$ cat config.mk
export PLATFORM = sky130hd
export DESIGN_NAME = aes_ctrl
export DESIGN_NICKNAME = d
export VERILOG_FILES = /design/src/design/aes_pkg.sv /design/src/design/aes_ctrl.sv
export SDC_FILE = /design/constraint.sdc
export NUM_CORES = 1
export LEC_CHECK = 0
export ABC_CLOCK_PERIOD_IN_PS = 2300
export BUFFER_PORTS_ARGS = -buffer_cell sky130_fd_sc_hd__buf_2
export CORE_UTILIZATION = 50
export DETAILED_ROUTE_END_ITERATION = 10
export PLACE_DENSITY = 0.85
export SETUP_SLACK_MARGIN = 0.3
export SYNTH_ARGS = -nofsm -noshare
export SYNTH_HDL_FRONTEND = slang
export SYNTH_SLANG_ARGS = --single-unit
export TNS_END_PERCENT = 1
$ cat constraint.sdc
create_clock -name clk_i -period 2.3 [get_ports clk_i]
set_input_delay 0.46 -clock clk_i [delete_from_list [all_inputs] [get_ports clk_i]]
set_output_delay 0.46 -clock clk_i [all_outputs]
set_load 0.01 [all_outputs]
$ cat src/design/aes_pkg.sv
// AES package: S-box functions, round helpers, command type.
// Used by aes_ctrl, aes_datapath, aes_block_cipher and the testbench.
package aes_pkg;

  localparam int KeyWordDepth = 60;

  localparam logic [2:0] CfgKeySize = 3'd0;
  localparam logic [2:0] CfgKey0    = 3'd1;
  localparam logic [2:0] CfgKey3    = 3'd4;

  localparam logic [1:0] Key128 = 2'd0;
  localparam logic [1:0] Key192 = 2'd1;
  localparam logic [1:0] Key256 = 2'd2;

  // controller to datapath
  typedef struct packed {
    logic       load_key;   // copy key registers into the word window
    logic       exp_step;   // compute and store one schedule word
    logic       load_blk;   // load input block
    logic       first_rnd;  // initial key addition
    logic       mid_rnd;    // full round
    logic       last_rnd;   // final round (no mix)
    logic       decrypt;
  } cmd_t;

  function automatic logic [7:0] sbox(input logic [7:0] a);
    logic [7:0] t [256];
    t = '{
      8'h63,8'h7c,8'h77,8'h7b,8'hf2,8'h6b,8'h6f,8'hc5,8'h30,8'h01,8'h67,8'h2b,8'hfe,8'hd7,8'hab,8'h76,
      8'hca,8'h82,8'hc9,8'h7d,8'hfa,8'h59,8'h47,8'hf0,8'had,8'hd4,8'ha2,8'haf,8'h9c,8'ha4,8'h72,8'hc0,
      8'hb7,8'hfd,8'h93,8'h26,8'h36,8'h3f,8'hf7,8'hcc,8'h34,8'ha5,8'he5,8'hf1,8'h71,8'hd8,8'h31,8'h15,
      8'h04,8'hc7,8'h23,8'hc3,8'h18,8'h96,8'h05,8'h9a,8'h07,8'h12,8'h80,8'he2,8'heb,8'h27,8'hb2,8'h75,
      8'h09,8'h83,8'h2c,8'h1a,8'h1b,8'h6e,8'h5a,8'ha0,8'h52,8'h3b,8'hd6,8'hb3,8'h29,8'he3,8'h2f,8'h84,
      8'h53,8'hd1,8'h00,8'hed,8'h20,8'hfc,8'hb1,8'h5b,8'h6a,8'hcb,8'hbe,8'h39,8'h4a,8'h4c,8'h58,8'hcf,
      8'hd0,8'hef,8'haa,8'hfb,8'h43,8'h4d,8'h33,8'h85,8'h45,8'hf9,8'h02,8'h7f,8'h50,8'h3c,8'h9f,8'ha8,
      8'h51,8'ha3,8'h40,8'h8f,8'h92,8'h9d,8'h38,8'hf5,8'hbc,8'hb6,8'hda,8'h21,8'h10,8'hff,8'hf3,8'hd2,
      8'hcd,8'h0c,8'h13,8'hec,8'h5f,8'h97,8'h44,8'h17,8'hc4,8'ha7,8'h7e,8'h3d,8'h64,8'h5d,8'h19,8'h73,
      8'h60,8'h81,8'h4f,8'hdc,8'h22,8'h2a,8'h90,8'h88,8'h46,8'hee,8'hb8,8'h14,8'hde,8'h5e,8'h0b,8'hdb,
      8'he0,8'h32,8'h3a,8'h0a,8'h49,8'h06,8'h24,8'h5c,8'hc2,8'hd3,8'hac,8'h62,8'h91,8'h95,8'he4,8'h79,
      8'he7,8'hc8,8'h37,8'h6d,8'h8d,8'hd5,8'h4e,8'ha9,8'h6c,8'h56,8'hf4,8'hea,8'h65,8'h7a,8'hae,8'h08,
      8'hba,8'h78,8'h25,8'h2e,8'h1c,8'ha6,8'hb4,8'hc6,8'he8,8'hdd,8'h74,8'h1f,8'h4b,8'hbd,8'h8b,8'h8a,
      8'h70,8'h3e,8'hb5,8'h66,8'h48,8'h03,8'hf6,8'h0e,8'h61,8'h35,8'h57,8'hb9,8'h86,8'hc1,8'h1d,8'h9e,
      8'he1,8'hf8,8'h98,8'h11,8'h69,8'hd9,8'h8e,8'h94,8'h9b,8'h1e,8'h87,8'he9,8'hce,8'h55,8'h28,8'hdf,
      8'h8c,8'ha1,8'h89,8'h0d,8'hbf,8'he6,8'h42,8'h68,8'h41,8'h99,8'h2d,8'h0f,8'hb0,8'h54,8'hbb,8'h16};
    return t[a];
  endfunction

  function automatic logic [7:0] inv_sub_byte(input logic [7:0] a);
    logic [7:0] t [256];
    t = '{
      8'h52,8'h09,8'h6a,8'hd5,8'h30,8'h36,8'ha5,8'h38,8'hbf,8'h40,8'ha3,8'h9e,8'h81,8'hf3,8'hd7,8'hfb,
      8'h7c,8'he3,8'h39,8'h82,8'h9b,8'h2f,8'hff,8'h87,8'h34,8'h8e,8'h43,8'h44,8'hc4,8'hde,8'he9,8'hcb,
      8'h54,8'h7b,8'h94,8'h32,8'ha6,8'hc2,8'h23,8'h3d,8'hee,8'h4c,8'h95,8'h0b,8'h42,8'hfa,8'hc3,8'h4e,
      8'h08,8'h2e,8'ha1,8'h66,8'h28,8'hd9,8'h24,8'hb2,8'h76,8'h5b,8'ha2,8'h49,8'h6d,8'h8b,8'hd1,8'h25,
      8'h72,8'hf8,8'hf6,8'h64,8'h86,8'h68,8'h98,8'h16,8'hd4,8'ha4,8'h5c,8'hcc,8'h5d,8'h65,8'hb6,8'h92,
      8'h6c,8'h70,8'h48,8'h50,8'hfd,8'hed,8'hb9,8'hda,8'h5e,8'h15,8'h46,8'h57,8'ha7,8'h8d,8'h9d,8'h84,
      8'h90,8'hd8,8'hab,8'h00,8'h8c,8'hbc,8'hd3,8'h0a,8'hf7,8'he4,8'h58,8'h05,8'hb8,8'hb3,8'h45,8'h06,
      8'hd0,8'h2c,8'h1e,8'h8f,8'hca,8'h3f,8'h0f,8'h02,8'hc1,8'haf,8'hbd,8'h03,8'h01,8'h13,8'h8a,8'h6b,
      8'h3a,8'h91,8'h11,8'h41,8'h4f,8'h67,8'hdc,8'hea,8'h97,8'hf2,8'hcf,8'hce,8'hf0,8'hb4,8'he6,8'h73,
      8'h96,8'hac,8'h74,8'h22,8'he7,8'had,8'h35,8'h85,8'he2,8'hf9,8'h37,8'he8,8'h1c,8'h75,8'hdf,8'h6e,
      8'h47,8'hf1,8'h1a,8'h71,8'h1d,8'h29,8'hc5,8'h89,8'h6f,8'hb7,8'h62,8'h0e,8'haa,8'h18,8'hbe,8'h1b,
      8'hfc,8'h56,8'h3e,8'h4b,8'hc6,8'hd2,8'h79,8'h20,8'h9a,8'hdb,8'hc0,8'hfe,8'h78,8'hcd,8'h5a,8'hf4,
      8'h1f,8'hdd,8'ha8,8'h33,8'h88,8'h07,8'hc7,8'h31,8'hb1,8'h12,8'h10,8'h59,8'h27,8'h80,8'hec,8'h5f,
      8'h60,8'h51,8'h7f,8'ha9,8'h19,8'hb5,8'h4a,8'h0d,8'h2d,8'he5,8'h7a,8'h9f,8'h93,8'hc9,8'h9c,8'hef,
      8'ha0,8'he0,8'h3b,8'h4d,8'hae,8'h2a,8'hf5,8'hb0,8'hc8,8'heb,8'hbb,8'h3c,8'h83,8'h53,8'h99,8'h61,
      8'h17,8'h2b,8'h04,8'h7e,8'hba,8'h77,8'hd6,8'h26,8'he1,8'h69,8'h14,8'h63,8'h55,8'h21,8'h0c,8'h7d};
    return t[a];
  endfunction

  function automatic logic [31:0] sub_word(input logic [31:0] w);
    return {sbox(w[31:24]), sbox(w[23:16]), sbox(w[15:8]), sbox(w[7:0])};
  endfunction

  function automatic logic [7:0] xtime(input logic [7:0] v);
    return {v[6:0], 1'b0} ^ (v[7] ? 8'h1b : 8'h00);
  endfunction

  // forward MixColumns on one column, byte 0 in the top bits
  function automatic logic [31:0] mix_col(input logic [31:0] c);
    logic [7:0] a0, a1, a2, a3;
    a0 = c[31:24]; a1 = c[23:16]; a2 = c[15:8]; a3 = c[7:0];
    return {xtime(a0) ^ xtime(a1) ^ a1 ^ a2 ^ a3,
            a0 ^ xtime(a1) ^ xtime(a2) ^ a2 ^ a3,
            a0 ^ a1 ^ xtime(a2) ^ xtime(a3) ^ a3,
            xtime(a0) ^ a0 ^ a1 ^ a2 ^ xtime(a3)};
  endfunction

  // inverse MixColumns: pre-multiply by {05,00,04,00} then forward mix
  function automatic logic [31:0] inv_mix_col(input logic [31:0] c);
    logic [7:0] a0, a1, a2, a3, u, v;
    a0 = c[31:24]; a1 = c[23:16]; a2 = c[15:8]; a3 = c[7:0];
    u = xtime(xtime(a0 ^ a2));
    v = xtime(xtime(a1 ^ a3));
    return mix_col({a0 ^ u, a1 ^ v, a2 ^ u, a3 ^ v});
  endfunction

  function automatic logic [7:0] rcon(input logic [3:0] i);
    logic [7:0] r;
    unique case (i)
      4'd1: r = 8'h01;
      4'd2: r = 8'h02;
      4'd3: r = 8'h04;
      4'd4: r = 8'h08;
      4'd5: r = 8'h10;
      4'd6: r = 8'h20;
      4'd7: r = 8'h40;
      4'd8: r = 8'h80;
      4'd9: r = 8'h1b;
      4'd10: r = 8'h36;
      default: r = 8'h00;
    endcase
    return r;
  endfunction

endpackage

$ cat src/design/aes_ctrl.sv
// AES controller: key expansion sequencer and round sequencer.
// Depends on aes_pkg.
module aes_ctrl #(
  parameter int KeyWordDepth = aes_pkg::KeyWordDepth
) (
  input  logic                            clk_i,
  input  logic                            rst_ni,
  input  logic                            start_i,
  input  logic                            kind_i,
  input  logic                            stale_i,
  input  logic [1:0]                      key_size_i,
  output logic                            busy_o,
  output logic                            done_o,
  output logic                            clr_stale_o,
  output aes_pkg::cmd_t                   cmd_o,
  output logic [$clog2(KeyWordDepth)-1:0] addr_o,
  output logic                            wr_o,
  output logic [3:0]                      nk_o,
  output logic [2:0]                      pos_o,
  output logic [3:0]                      rc_o,
  output logic [1:0]                      col_o,
  output logic                            key_ok_o,
  output logic                            load_key_o
);

  localparam int AW = $clog2(KeyWordDepth);

  localparam logic [2:0] StIdle  = 3'd0;
  localparam logic [2:0] StLoadK = 3'd1; // store raw key words
  localparam logic [2:0] StExp   = 3'd2; // one schedule word a cycle
  localparam logic [2:0] StFetch = 3'd3; // read four words of a round key
  localparam logic [2:0] StRound = 3'd4; // apply round
  localparam logic [2:0] StDone  = 3'd5;

  logic [2:0] st_q, st_d;
  logic [5:0] wi_q, wi_d;     // schedule word index
  logic [2:0] pos_q, pos_d;
  logic [3:0] rc_q, rc_d;
  logic [3:0] rnd_q, rnd_d;   // rounds applied
  logic [2:0] fc_q, fc_d;     // fetch count 0..4 (the extra step covers the registered RAM read)
  logic       dec_q, dec_d;
  logic [3:0] nr_q, nr_d;
  logic [3:0] nk_q, nk_d;
  logic [1:0] sel;
  logic [3:0] kidx;           // round key number being fetched
  logic [5:0] raddr;
  logic [1:0] col_q;
  logic       ok_q;

  // requested key size, reduced to the largest whose schedule fits the RAM
  always_comb begin
    sel = (key_size_i == 2'd3) ? aes_pkg::Key256 : key_size_i;
    if (sel == aes_pkg::Key256 && KeyWordDepth < 60) sel = aes_pkg::Key192;
    if (sel == aes_pkg::Key192 && KeyWordDepth < 52) sel = aes_pkg::Key128;
  end

  assign kidx  = dec_q ? nr_q - rnd_q : rnd_q;
  assign raddr = {kidx, 2'b00} + {4'd0, fc_q[1:0]};

  always_comb begin
    st_d = st_q; wi_d = wi_q; pos_d = pos_q; rc_d = rc_q;
    rnd_d = rnd_q; fc_d = fc_q; dec_d = dec_q; nr_d = nr_q; nk_d = nk_q;
    clr_stale_o = 1'b0;
    cmd_o = '0;
    cmd_o.decrypt = dec_q;
    wr_o = 1'b0;
    addr_o = raddr[AW-1:0];
    load_key_o = 1'b0;
    unique case (st_q)
      StIdle: begin
        if (start_i) begin
          dec_d = kind_i;
          rnd_d = 4'd0;
          fc_d  = 3'd0;
          cmd_o.load_blk = 1'b1;
          if (stale_i) begin
            nk_d = 4'd4 + {1'b0, sel, 1'b0};
            nr_d = 4'd10 + {1'b0, sel, 1'b0};
            wi_d = 6'd0;
            st_d = StLoadK;
          end else begin
            st_d = StFetch;
          end
        end
      end
      StLoadK: begin
        // shift raw key words into the window and the RAM
        load_key_o = 1'b1;
        cmd_o.load_key = 1'b1;
        wr_o = 1'b1;
        addr_o = wi_q[AW-1:0];
        wi_d = wi_q + 6'd1;
        if (wi_q + 6'd1 == {2'd0, nk_q}) begin
          pos_d = 3'd0;
          rc_d = 4'd1;
          st_d = StExp;
        end
      end
      StExp: begin
        cmd_o.exp_step = 1'b1;
        wr_o = ({1'b0, wi_q} < 7'(KeyWordDepth));
        addr_o = wi_q[AW-1:0];
        wi_d = wi_q + 6'd1;
        if ({1'b0, pos_q} + 4'd1 == nk_q) begin
          pos_d = 3'd0;
          rc_d = rc_q + 4'd1;
        end else begin
          pos_d = pos_q + 3'd1;
        end
        if (wi_q + 6'd1 == {nr_q, 2'b00} + 6'd4) begin
          clr_stale_o = 1'b1;
          st_d = StFetch;
        end
      end
      StFetch: begin
        fc_d = fc_q + 3'd1;
        if (fc_q == 3'd4) begin
          fc_d = 3'd0;
          st_d = StRound;
        end
      end
      StRound: begin
        if (rnd_q == 4'd0) cmd_o.first_rnd = 1'b1;
        else if (rnd_q == nr_q) cmd_o.last_rnd = 1'b1;
        else cmd_o.mid_rnd = 1'b1;
        rnd_d = rnd_q + 4'd1;
        st_d = (rnd_q == nr_q) ? StDone : StFetch;
      end
      StDone: begin
        st_d = StIdle;
      end
      default: st_d = StIdle;
    endcase
  end

  // round key column tracking follows the RAM read latency
  always_ff @(posedge clk_i) begin
    col_q <= fc_q[1:0];
    ok_q  <= ({1'b0, raddr} < 7'(KeyWordDepth));
  end

  always_ff @(posedge clk_i or negedge rst_ni) begin
    if (!rst_ni) begin
      st_q <= StIdle; wi_q <= '0; pos_q <= '0; rc_q <= '0; rnd_q <= '0;
      fc_q <= '0; dec_q <= 1'b0; nr_q <= 4'd10; nk_q <= 4'd4;
    end else begin
      st_q <= st_d; wi_q <= wi_d; pos_q <= pos_d; rc_q <= rc_d; rnd_q <= rnd_d;
      fc_q <= fc_d; dec_q <= dec_d; nr_q <= nr_d; nk_q <= nk_d;
    end
  end

  assign busy_o = (st_q != StIdle);
  assign done_o = (st_q == StDone);
  assign nk_o   = nk_q;
  assign pos_o  = pos_q;
  assign rc_o   = rc_q;
  // column index is the fetch count registered, matching the RAM read data
  assign col_o    = col_q;
  assign key_ok_o = ok_q;

`ifndef SYNTHESIS
  a_done_after_round: assert property (@(posedge clk_i) disable iff (!rst_ni)
    (st_q == StDone) |-> $past(st_q) == StRound) else $error("done without round");
  a_no_start_busy: assert property (@(posedge clk_i) disable iff (!rst_ni)
    (busy_o && st_q != StDone) |=> busy_o) else $error("dropped busy mid-block");
  a_rounds_bound: assert property (@(posedge clk_i) disable iff (!rst_ni)
    (st_q == StRound) |-> rnd_q <= nr_q) else $error("round count overrun");
`endif

endmodule

Yosys cells after proc, flatten, opt, wreduce, memory -nomap -nowiden
Index checks and enable logic that the tools add are counted.

Flip-flop bits (word level): 35.

Add/subtract/negate cells: 11. Equal/unequal tests: 17. Magnitude comparators: 2. Reductions and logical operators: 16. Mux-type cells: 36.

Operators by type and width (number): 3-bit 2-to-1 mux (10); 6-bit 2-to-1 mux (3); 4-bit 2-to-1 mux (4); 4-bit one-hot mux with 2 select lines (2); 3-bit one-hot mux with 5 select lines (1); 6-bit less-than comparator (second input constant) (2); 2-bit inequality test (second input constant) (6); 3-bit one-hot mux with 2 select lines (2); 6-bit one-hot mux with 2 select lines (1); 3-bit equality test (second input constant) (3); 1-bit 2-to-1 mux (9); 3-bit AND reduction (3); 4-bit by 1-bit adder with 4-bit output (second input constant) (2); 4-bit equality test (2); 2-bit AND reduction (4); 2-bit nonzero test (4); 3-bit by 1-bit adder with 3-bit output (second input constant) (2); 6-bit by 1-bit adder with 6-bit output (second input constant) (1); 6-bit by 2-bit adder with 6-bit output (1); 6-bit by 3-bit adder with 6-bit output (second input constant) (1); 3-bit by 2-bit equality test with 1-bit output (second input constant) (2); 6-bit by 4-bit equality test with 1-bit output (1); 6-bit equality test (1); 2-bit 2-to-1 mux (3); other kinds (12) (12).

Logic depth before layout (Yosys ltp)
Gate-level depths: netlist (run 1).

Depth in word-level cells: 4. Depth in mapped cells: 7. Mapped depth without buffers: 7.

Least setup slack after synthesis (run 1)
Ideal clock, no wire load.

Path kind: reg2out. Start: register st_q[0]. End: output addr_o[0]. Stages on the path, launching flop included: 7. Path slack: 147 ps. Arrival time: 1693 ps. Data required time: 1840 ps. Path buffers: 2. Cell sequence: dfrtp_1 > or3b_2 > clkbuf_1 > nand2_1 > clkbuf_1 > nand2_1 > o21ai_0.

Word-level cells in the longest chain between the ends: 3. Elaborated cells on any way between the ends: 4. Classes of those cells: eq/ne: 2; mux: 1; reduce/logical: 1.

RTL lines: from (decl) (RTL line aes_ctrl.sv:35) `logic [2:0] st_q, st_d;`; from (signal assigned) (RTL line aes_ctrl.sv:147) `st_q <= st_d; wi_q <= wi_d; pos_q <= pos_d; rc_q <= rc_d; rnd_q <= rnd_d;`; 3-bit by 2-bit equality test with 1-bit output / 3-bit by 1-bit equality test with 1-bit output (equally long branches) (RTL line aes_ctrl.sv:69) `unique case (st_q)`; 2-bit OR reduction (no source line) (*); 6-bit 2-to-1 mux (*) (RTL line aes_ctrl.sv:69); to (decl) (RTL line aes_ctrl.sv:16) `output logic [$clog2(KeyWordDepth)-1:0] addr_o,`.

Every way passes the cells marked *; elsewhere a longest branch is shown, timed or not.

Final worst setup path (run 1)
Start: register rnd_q[1]. End: output addr_o[5].

Word-level cells in the longest chain between the ends: 4.

RTL lines: from (decl) (RTL line aes_ctrl.sv:39) `logic [3:0] rnd_q, rnd_d;`; from (signal assigned) (RTL line aes_ctrl.sv:147); 4-bit subtractor (RTL line aes_ctrl.sv:57) `assign kidx = dec_q ? nr_q - rnd_q : rnd_q;`; 4-bit 2-to-1 mux (*) (RTL line aes_ctrl.sv:57); 6-bit by 2-bit adder with 6-bit output (*) (RTL line aes_ctrl.sv:58) `assign raddr = {kidx, 2'b00} + {4'd0, fc_q[1:0]};`; 6-bit 2-to-1 mux (*) (RTL line aes_ctrl.sv:69).

Marks and branches as above.

==> metrics.md, run 1 <==
| Metric | Value |
|---|---|
| Slew headroom | 0.542 |
| Main synth FF type | dfrtp_1 |
| Worst EP arrival | 2050 ps |
| CP endpoint kind | output port |
| Finished Layout Cells | roughly 350 |
| Core area | between 4000 and 5000 um2 |
| Yosys reg bits | 33 |
| Grt total ovfl | 0 |
| Final Instance Area | approximately 2600 um2 |
| Syn Inst Count | 252 |
| Slowest stage delay, CP | ~400 ps |
| Share of cells above drive strength 1 | 0.327 |
| Cell Pwr Density | roughly 1500 nW/um2 |
| Post-synthesis sequential area ratio | 0.383 |
| Initial DRC count | 123 |
| Number of global-route vias before repair | 1,736 |
| Slowest CP cell | dfrtp_1 |
| DIE WIDTH | 67.2 um |
| Area Overhead vs Synth | 24.6% |
| Port Buffers | 37 |
| Initial core utilization | 0.527 |
| Longest Clk Path Bufs | 2 |
| Syn_area_per_cell | about 8.4 um2 |
| Maxcap violations | 0 |
| RSZ-0062 raised after global routing | yes |
| Vias | a little under 2,000 |
| Crit path max-delay family | compound AO/OA/AOI/OAI gates |
| Post-DRT Antenna Nets | 0 |
| Peak supply drop | 0.819 mV |
| CTS Buf Count | 5 |
| # nets final | 314 |
| CTS root buf | clkbuf_8 |
| First-pass GRT wire length | slightly below 8 mm |
| Crit path time final | 2510 ps |
| Worst-path clk slew | approximately 80 ps |
| Post-DR wirelength/cell | 14.9 um |
| Worst clock skew | around 14 ps |
| Post-Syn Area | between 2000 and 2500 um2 |
| Crit path cell chain | inv_4 -> ha_4 -> nor2b_4 -> o21ai_2 -> and4b_1 -> o21ba_4 -> o31a_1 -> buf_2 |
| Ys Warns | 0 |
| Violations in the final reports | setup timing |
| Final setup viols | 3 |
| Placed inst area | roughly 2400 um2 |
| Worst-Margin Slew | between 600 and 700 ps |
| CTS sink count | 33 |
| Final HPWL DP | around 3.6 mm |
| TritonCTS clock tree | built |
| Post-synth EDFFs | 0 |
| H-tree levels | 2 |
| Hold/Removal Path Class | input pin to async pin |
| Fmax | 0.398 GHz |
| Worst Path Required | 1840 ps |
| Total GRT Usage | 0.234 |
| Synth async-reset ratio | 0.909 |
| Leakage Power | 1.24 nW |
| Crit path buffers/inverters | 2 |
| Clock latency at the later pin of the worst-skew pair | 300 ps |
| Post-CTS Hold Buffers | 0 |
| Die height | 67.2 um |
| DR DRC count | 0 |
| DRT Pass-1 Iters | 4 |
| Vias per Instance | between 5 and 6 |
| GP Congestion | 0.882 |
| Largest net degree at the start of global routing | 31 |
| Period utilization | 1.09 |
| Status | finished with violations |
| Placed instance count | 334 |
| Unique masters post-synth | 53 |
| Fillers | 323 |
| Ant. Diodes | 0 |
| Startpoint types | flip-flop |
| Die area | 4510 um2 |
| Row Count | 23 |
| Final Hold Vio Count | 0 |
| Setup CP Type | flip-flop to output port |
| CP max FO | 3 |
| Final WS setup | -215 ps |
| Fin. max-slew vios | 0 |
| Top-Level Pins | 39 |
| Routed Wire Length | just over 5 mm |
| Initial antenna violation count | 0 |
| Post-synth net total | 270 |
## registers in the layout, summed over array words and instances, names as in the netlist
signal    cells
st_q          3
dec_q         1
col_o         2
pos_o         3
rnd_q         4
nr_q          3
wi_q          6
fc_q          3
nk_o          3
key_ok_o      1
rc_o          4
## area by class of cell
class / instances / area [um2] / share of cell area
inverter: 13 / 51.3 / 0.0194
tap: 50 / 62.6 / 0.0236
sequential: 33 / 820 / 0.310
clock buffer: 5 / 68.8 / 0.0260
clock inverter: 3 / 17.5 / 0.00662
timing repair buffer: 53 / 317 / 0.120
multi-input combinational: 190 / 1310 / 0.495
## placed cells by master (no fill, tap or decap), types with 3 or more instances in the layout
cell      netlist  routed
nand2_1        40      38
buf_2           3      37
dfrtp_1        27      23
o21ai_0        25      21
nor2_1         20      18
buf_4           4      13
inv_1          13      12
xnor2_1        10       9
nor3_1          7       7
ha_1           10       7
nand3_1         7       6
a21oi_1         7       6
xor2_1          5       5
clkbuf_8        0       5
o31ai_1         4       4
a21boi_0        4       4
dfrtp_2         0       4
o21ai_1         1       3
ha_4            0       3
dfxtp_1         3       3
dfstp_2         3       3
buf_6           0       3
## cells in the mapped netlist, types with 2 or more instances
cell type | instances | area share
nor3_1 | 7 | 0.016
dfrtp_1 | 27 | 0.32
nor2b_1 | 4 | 0.012
nand2b_1 | 2 | 0.0059
buf_4 | 4 | 0.014
nor2_1 | 20 | 0.035
o31a_1 | 2 | 0.0082
ha_1 | 10 | 0.059
buf_2 | 3 | 0.0071
o21ai_0 | 25 | 0.059
clkbuf_1 | 9 | 0.016
a31o_2 | 2 | 0.0082
nand2_1 | 40 | 0.071
a21boi_0 | 4 | 0.014
inv_1 | 13 | 0.023
nor3b_1 | 4 | 0.014
o22ai_1 | 2 | 0.0059
nand3_1 | 7 | 0.016
and3_1 | 2 | 0.0059
a31oi_1 | 2 | 0.0059
o21bai_1 | 2 | 0.0071
o31ai_1 | 4 | 0.014
xnor2_1 | 10 | 0.041
dfstp_2 | 3 | 0.037
nor4b_1 | 2 | 0.0082
and3b_1 | 2 | 0.0082
mux2_2 | 2 | 0.011
xor2_1 | 5 | 0.021
dfxtp_1 | 3 | 0.028
a21oi_1 | 7 | 0.016
## repair_timing
action,CTS,global route
gates cloned,0,0
pin swaps,8,14
endpoints found under the setup margin,15,19
endpoints found under the hold margin,0,0
buffers inserted,1,4
gates resized for setup,10,21
## layer usage
metal	global-route usage	part of all wire	vias up
li1	-	-	955
met1	0.297	0.45	940
met2	0.376	0.49	57
met3	0.0591	0.042	9
met4	0.0984	0.020	0
met5	0	0	-
## metrics by stage
step	hold slack (ps)	TNS, ps	utilization	power [W]	setup WS (ps)
after floorplan	164	0	-	0.00252	217
after global placement	382	0	0.597	0.00311	114
after detailed placement	382	0	0.597	0.00318	80.0
after CTS	221	-237	0.628	0.00370	-176
after global routing	249	-571	0.657	0.00427	-282
final	188	-348	0.657	0.00395	-215
## final timing paths
kind                               start   endpoint  slack [ps]  depth (start not counted)
hold reg to reg                  fc_q[0]   col_o[0]         400                          0
setup reg to reg                 wi_q[0]    rc_o[2]         100                          6
min in group clk_i         key_size_i[1]    nk_o[2]         380                          2
hold / removal                    rst_ni    fc_q[2]         190                          1
max in group asynchronous         rst_ni    wi_q[4]        1590                          1
setup / recovery                rnd_q[1]  addr_o[5]        -210                          8
## where the power goes
part | internal [W] | switching, W | leakage (nW) | total (W)
logic | 0.00111 | 0.00130 | 0.794 | 0.00241
registers | 0.000822 | 0.000286 | 0.401 | 0.00111
clock network | 0.000209 | 0.000230 | 0.0439 | 0.000439
total | 0.00214 | 0.00182 | 1.24 | 0.00395
## kinds of logic after synthesis
group / synth area share
AND/OR/NAND/NOR: 0.235
AO/OA/AOI/OAI: 0.174
flip-flops: 0.383
buffers and inverters: 0.0601
XOR/XNOR: 0.0618
adder cells (fa/ha/maj): 0.0683
multiplexers: 0.0153
other: 0.00177
No activity file was read; power rests on OpenSTA's default activity.
==> run 2: changes to the inputs <==
- BUFFER_PORTS_ARGS: -buffer_cell sky130_fd_sc_hd__buf_2 -> -buffer_cell sky130_fd_sc_hd__buf_4
- CORE_ASPECT_RATIO: unset -> 1.5
==> run 2 against run 1 <==
Compared with the run above:
- the flow still finishes with violations (setup timing)
- non-clock buffer count is 2 higher
- sequential power about the same
- count of clock-buffer cells in the layout is 2 higher
- flip-flop and latch count unchanged
- total power up 15%
- combinational power grew 18%
- critical endpoint unchanged
- largest power group unchanged
==> metrics.md, run 2 (same netlist as run 1, synthesis figures left out) <==
| Metric | Value |
|---|---|
| Status | finished with violations |
| Violations in the final reports | setup timing |
| Routed Wire Length | 5.74 mm (+11%) |
| Vias | 2,049 (+4.5%) |
| Grt total ovfl | 0 (unchanged) |
| Row Count | 28 (+22%) |
| First-pass GRT wire length | 8.89 mm (+14%) |
| Crit path cell chain | inv_2 -> ha_4 -> nor2b_2 -> o21ai_2 -> and4b_1 -> o21ba_2 -> o31a_1 -> buf_4 |
| Top-Level Pins | 39 (unchanged) |
| Share of cells above drive strength 1 | 0.395 (+0.0680) |
| Initial core utilization | 0.532 (+0.00463) |
| Area Overhead vs Synth | 37.2% |
| Maxcap violations | 0 (unchanged) |
| Slowest stage delay, CP | 360 ps (-40 ps) |
| Worst EP arrival | 2070 ps (+20 ps) |
| DR DRC count | 0 (unchanged) |
| TritonCTS clock tree | built |
| WL met2 | 3.13 mm (+24%) |
| Fin. max-slew vios | 0 (unchanged) |
| Startpoint types | flip-flop |
| Slowest CP cell | dfrtp_1 |
| Crit path max-delay family | compound AO/OA/AOI/OAI gates |
| Die height | 81.8 um (+22%) |
| Slew headroom | 0.643 (+0.101) |
| Die area | 4520 um2 (+0.12%) |
| Final setup viols | 3 (unchanged) |
| Final Instance Area | 2910 um2 (+10%) |
| Post-Route M1 WL | 2.22 mm (-4.2%) |
| RSZ-0062 raised after global routing | yes |
| Core area | 3990 um2 (-0.87%) |
| DR top layer | met4 |
| Largest Register | wi_q |
| DRT Pass-1 Iters | 4 (unchanged) |
| Setup CP Type | flip-flop to output port |
| WHS | 82.0 ps (-106 ps) |
| Fmax | 0.396 GHz (-0.41%) |
| DIE WIDTH | 55.2 um (-18%) |
| Number of flip-flops in the largest register | 6 (unchanged) |
| Largest net degree at the start of global routing | 31 (unchanged) |
| Worst clock skew | 6.56 ps (-7.83 ps) |
| Post-CTS Hold Buffers | 0 (unchanged) |
| Port Buffers | 37 (unchanged) |
| Initial antenna violation count | 0 (unchanged) |
| Hold/Removal Path Class | input pin to async pin |
| Placed inst area | 2510 um2 (+4.5%) |
| Final WS setup | -225 ps (-10.4 ps) |
| Peak supply drop | 1.17 mV (+43%) |
| Crit path buffers/inverters | 2 (unchanged) |
| Cell Pwr Density | 1560 nW/um2 (+4.3%) |
| Worst Path Required | 1840 ps (about the same) |
| Total GRT Usage | 0.253 (+0.0194) |
| CP max FO | 5 (+2) |
| Most frequent cells in the layout | buf_4 (46), nand2_1 (37), dfrtp_1 (22), o21ai_0 (18), nor2_1 (17) |
| Post-DR wirelength/cell | 16.7 um (+12%) |
| Post-DRT Antenna Nets | 0 (unchanged) |
| Ant. Diodes | 0 (unchanged) |
| Crit path time final | 2530 ps (+10.4 ps) |
| Longest Clk Path Bufs | 2 (unchanged) |
| # nets final | 316 (+0.64%) |
| Worst-Margin Slew | 535 ps (-152 ps) |
| CP endpoint kind | output port |
| Clock latency at the later pin of the worst-skew pair | 290 ps (about the same) |
| Number of global-route vias before repair | 1,985 (+14%) |
| Place WS | 40.9 ps (-39.1 ps) |
| H-tree levels | 2 (unchanged) |
| Period utilization | 1.10 (+0.00454) |
| Initial DRC count | 81 (-34%) |
| Met3 Routed Length | 243 um (+13%) |
| Final HPWL DP | 3.76 mm (+4.2%) |
| CTS Buf Count | 5 (unchanged) |
| GP Congestion | 0.813 (-7.8%) |
| Worst-path clk slew | 70 ps (about the same) |
| CTS sink count | 33 (unchanged) |
| Fin util | 0.730 (+0.0728) |
| CTS root buf | clkbuf_8 |
| Final Hold Vio Count | 0 (unchanged) |
| Most common cell after layout, fill and taps aside | buf_4 |
| Leakage Power | 1.34 nW (+8.0%) |
| Vias per Instance | 5.96 (+5.4%) |
## run 2: worst paths after layout
| path | start | end | slack (ps) | cells after the start |
|---|---|---|---|---|
| setup / recovery | rnd_q[1] | addr_o[5] | -230 | 8 |
| hold / removal | rst_ni | rc_o[2] | 80 | 1 |
| setup reg to reg | wi_q[0] | rc_o[2] | 100 | 6 |
| hold reg to reg | fc_q[0] | col_o[0] | 420 | 0 |
| max in group asynchronous | rst_ni | nk_o[2] | 1880 | 1 |
| min in group clk_i | key_size_i[1] | nk_o[2] | 360 | 2 |
## run 2: report_power, final
group          internal (W)  total (W)  switching (W)
logic               0.00140    0.00285        0.00145
clock network      0.000353   0.000573       0.000220
registers          0.000822    0.00112       0.000297
## run 2: stage by stage
| stage | cells | TNS, ps | total power, W |
|---|---|---|---|
| 6_report | 344 | -358 | 0.00454 |
| 5_1_grt | 344 | -652 | 0.00487 |
| 4_1_cts | 341 | -347 | 0.00419 |
| 3_5_place_dp | 332 | 0 | 0.00340 |
| 3_3_place_gp | 332 | 0 | 0.00332 |
| 2_1_floorplan | 252 | 0 | 0.00252 |
## run 2: layout make-up
class | instances | area (um2)
repair buffers | 55 | 454
inverters | 13 | 48.8
flip-flops and latches | 33 | 821
clock inverters | 1 | 30.0
clock buffers | 7 | 86.3
multi-input cells | 190 | 1420
fillers | 293 | 1080
well taps | 45 | 56.3
## run 2: worst register-to-register path, stage by stage (launching register included)
cell	delay, ps
dfrtp_2	460
ha_4	300
xnor2_2	100
nand2_1	70
or4b_4	560
o31a_1	290
a211o_1	300
## run 2: timing repair
action / in CTS / in global routing
pin swaps: 15 / 25
setup buffers: 1 / 3
gates resized for setup: 27 / 38
gates cloned: 0 / 0
endpoints found under the setup margin: 19 / 21
## run 2: routing by layer
metal,track usage,up-vias
met5,0,-
met4,0.120,0
met3,0.0488,15
met2,0.489,71
met1,0.262,1011
li1,-,952
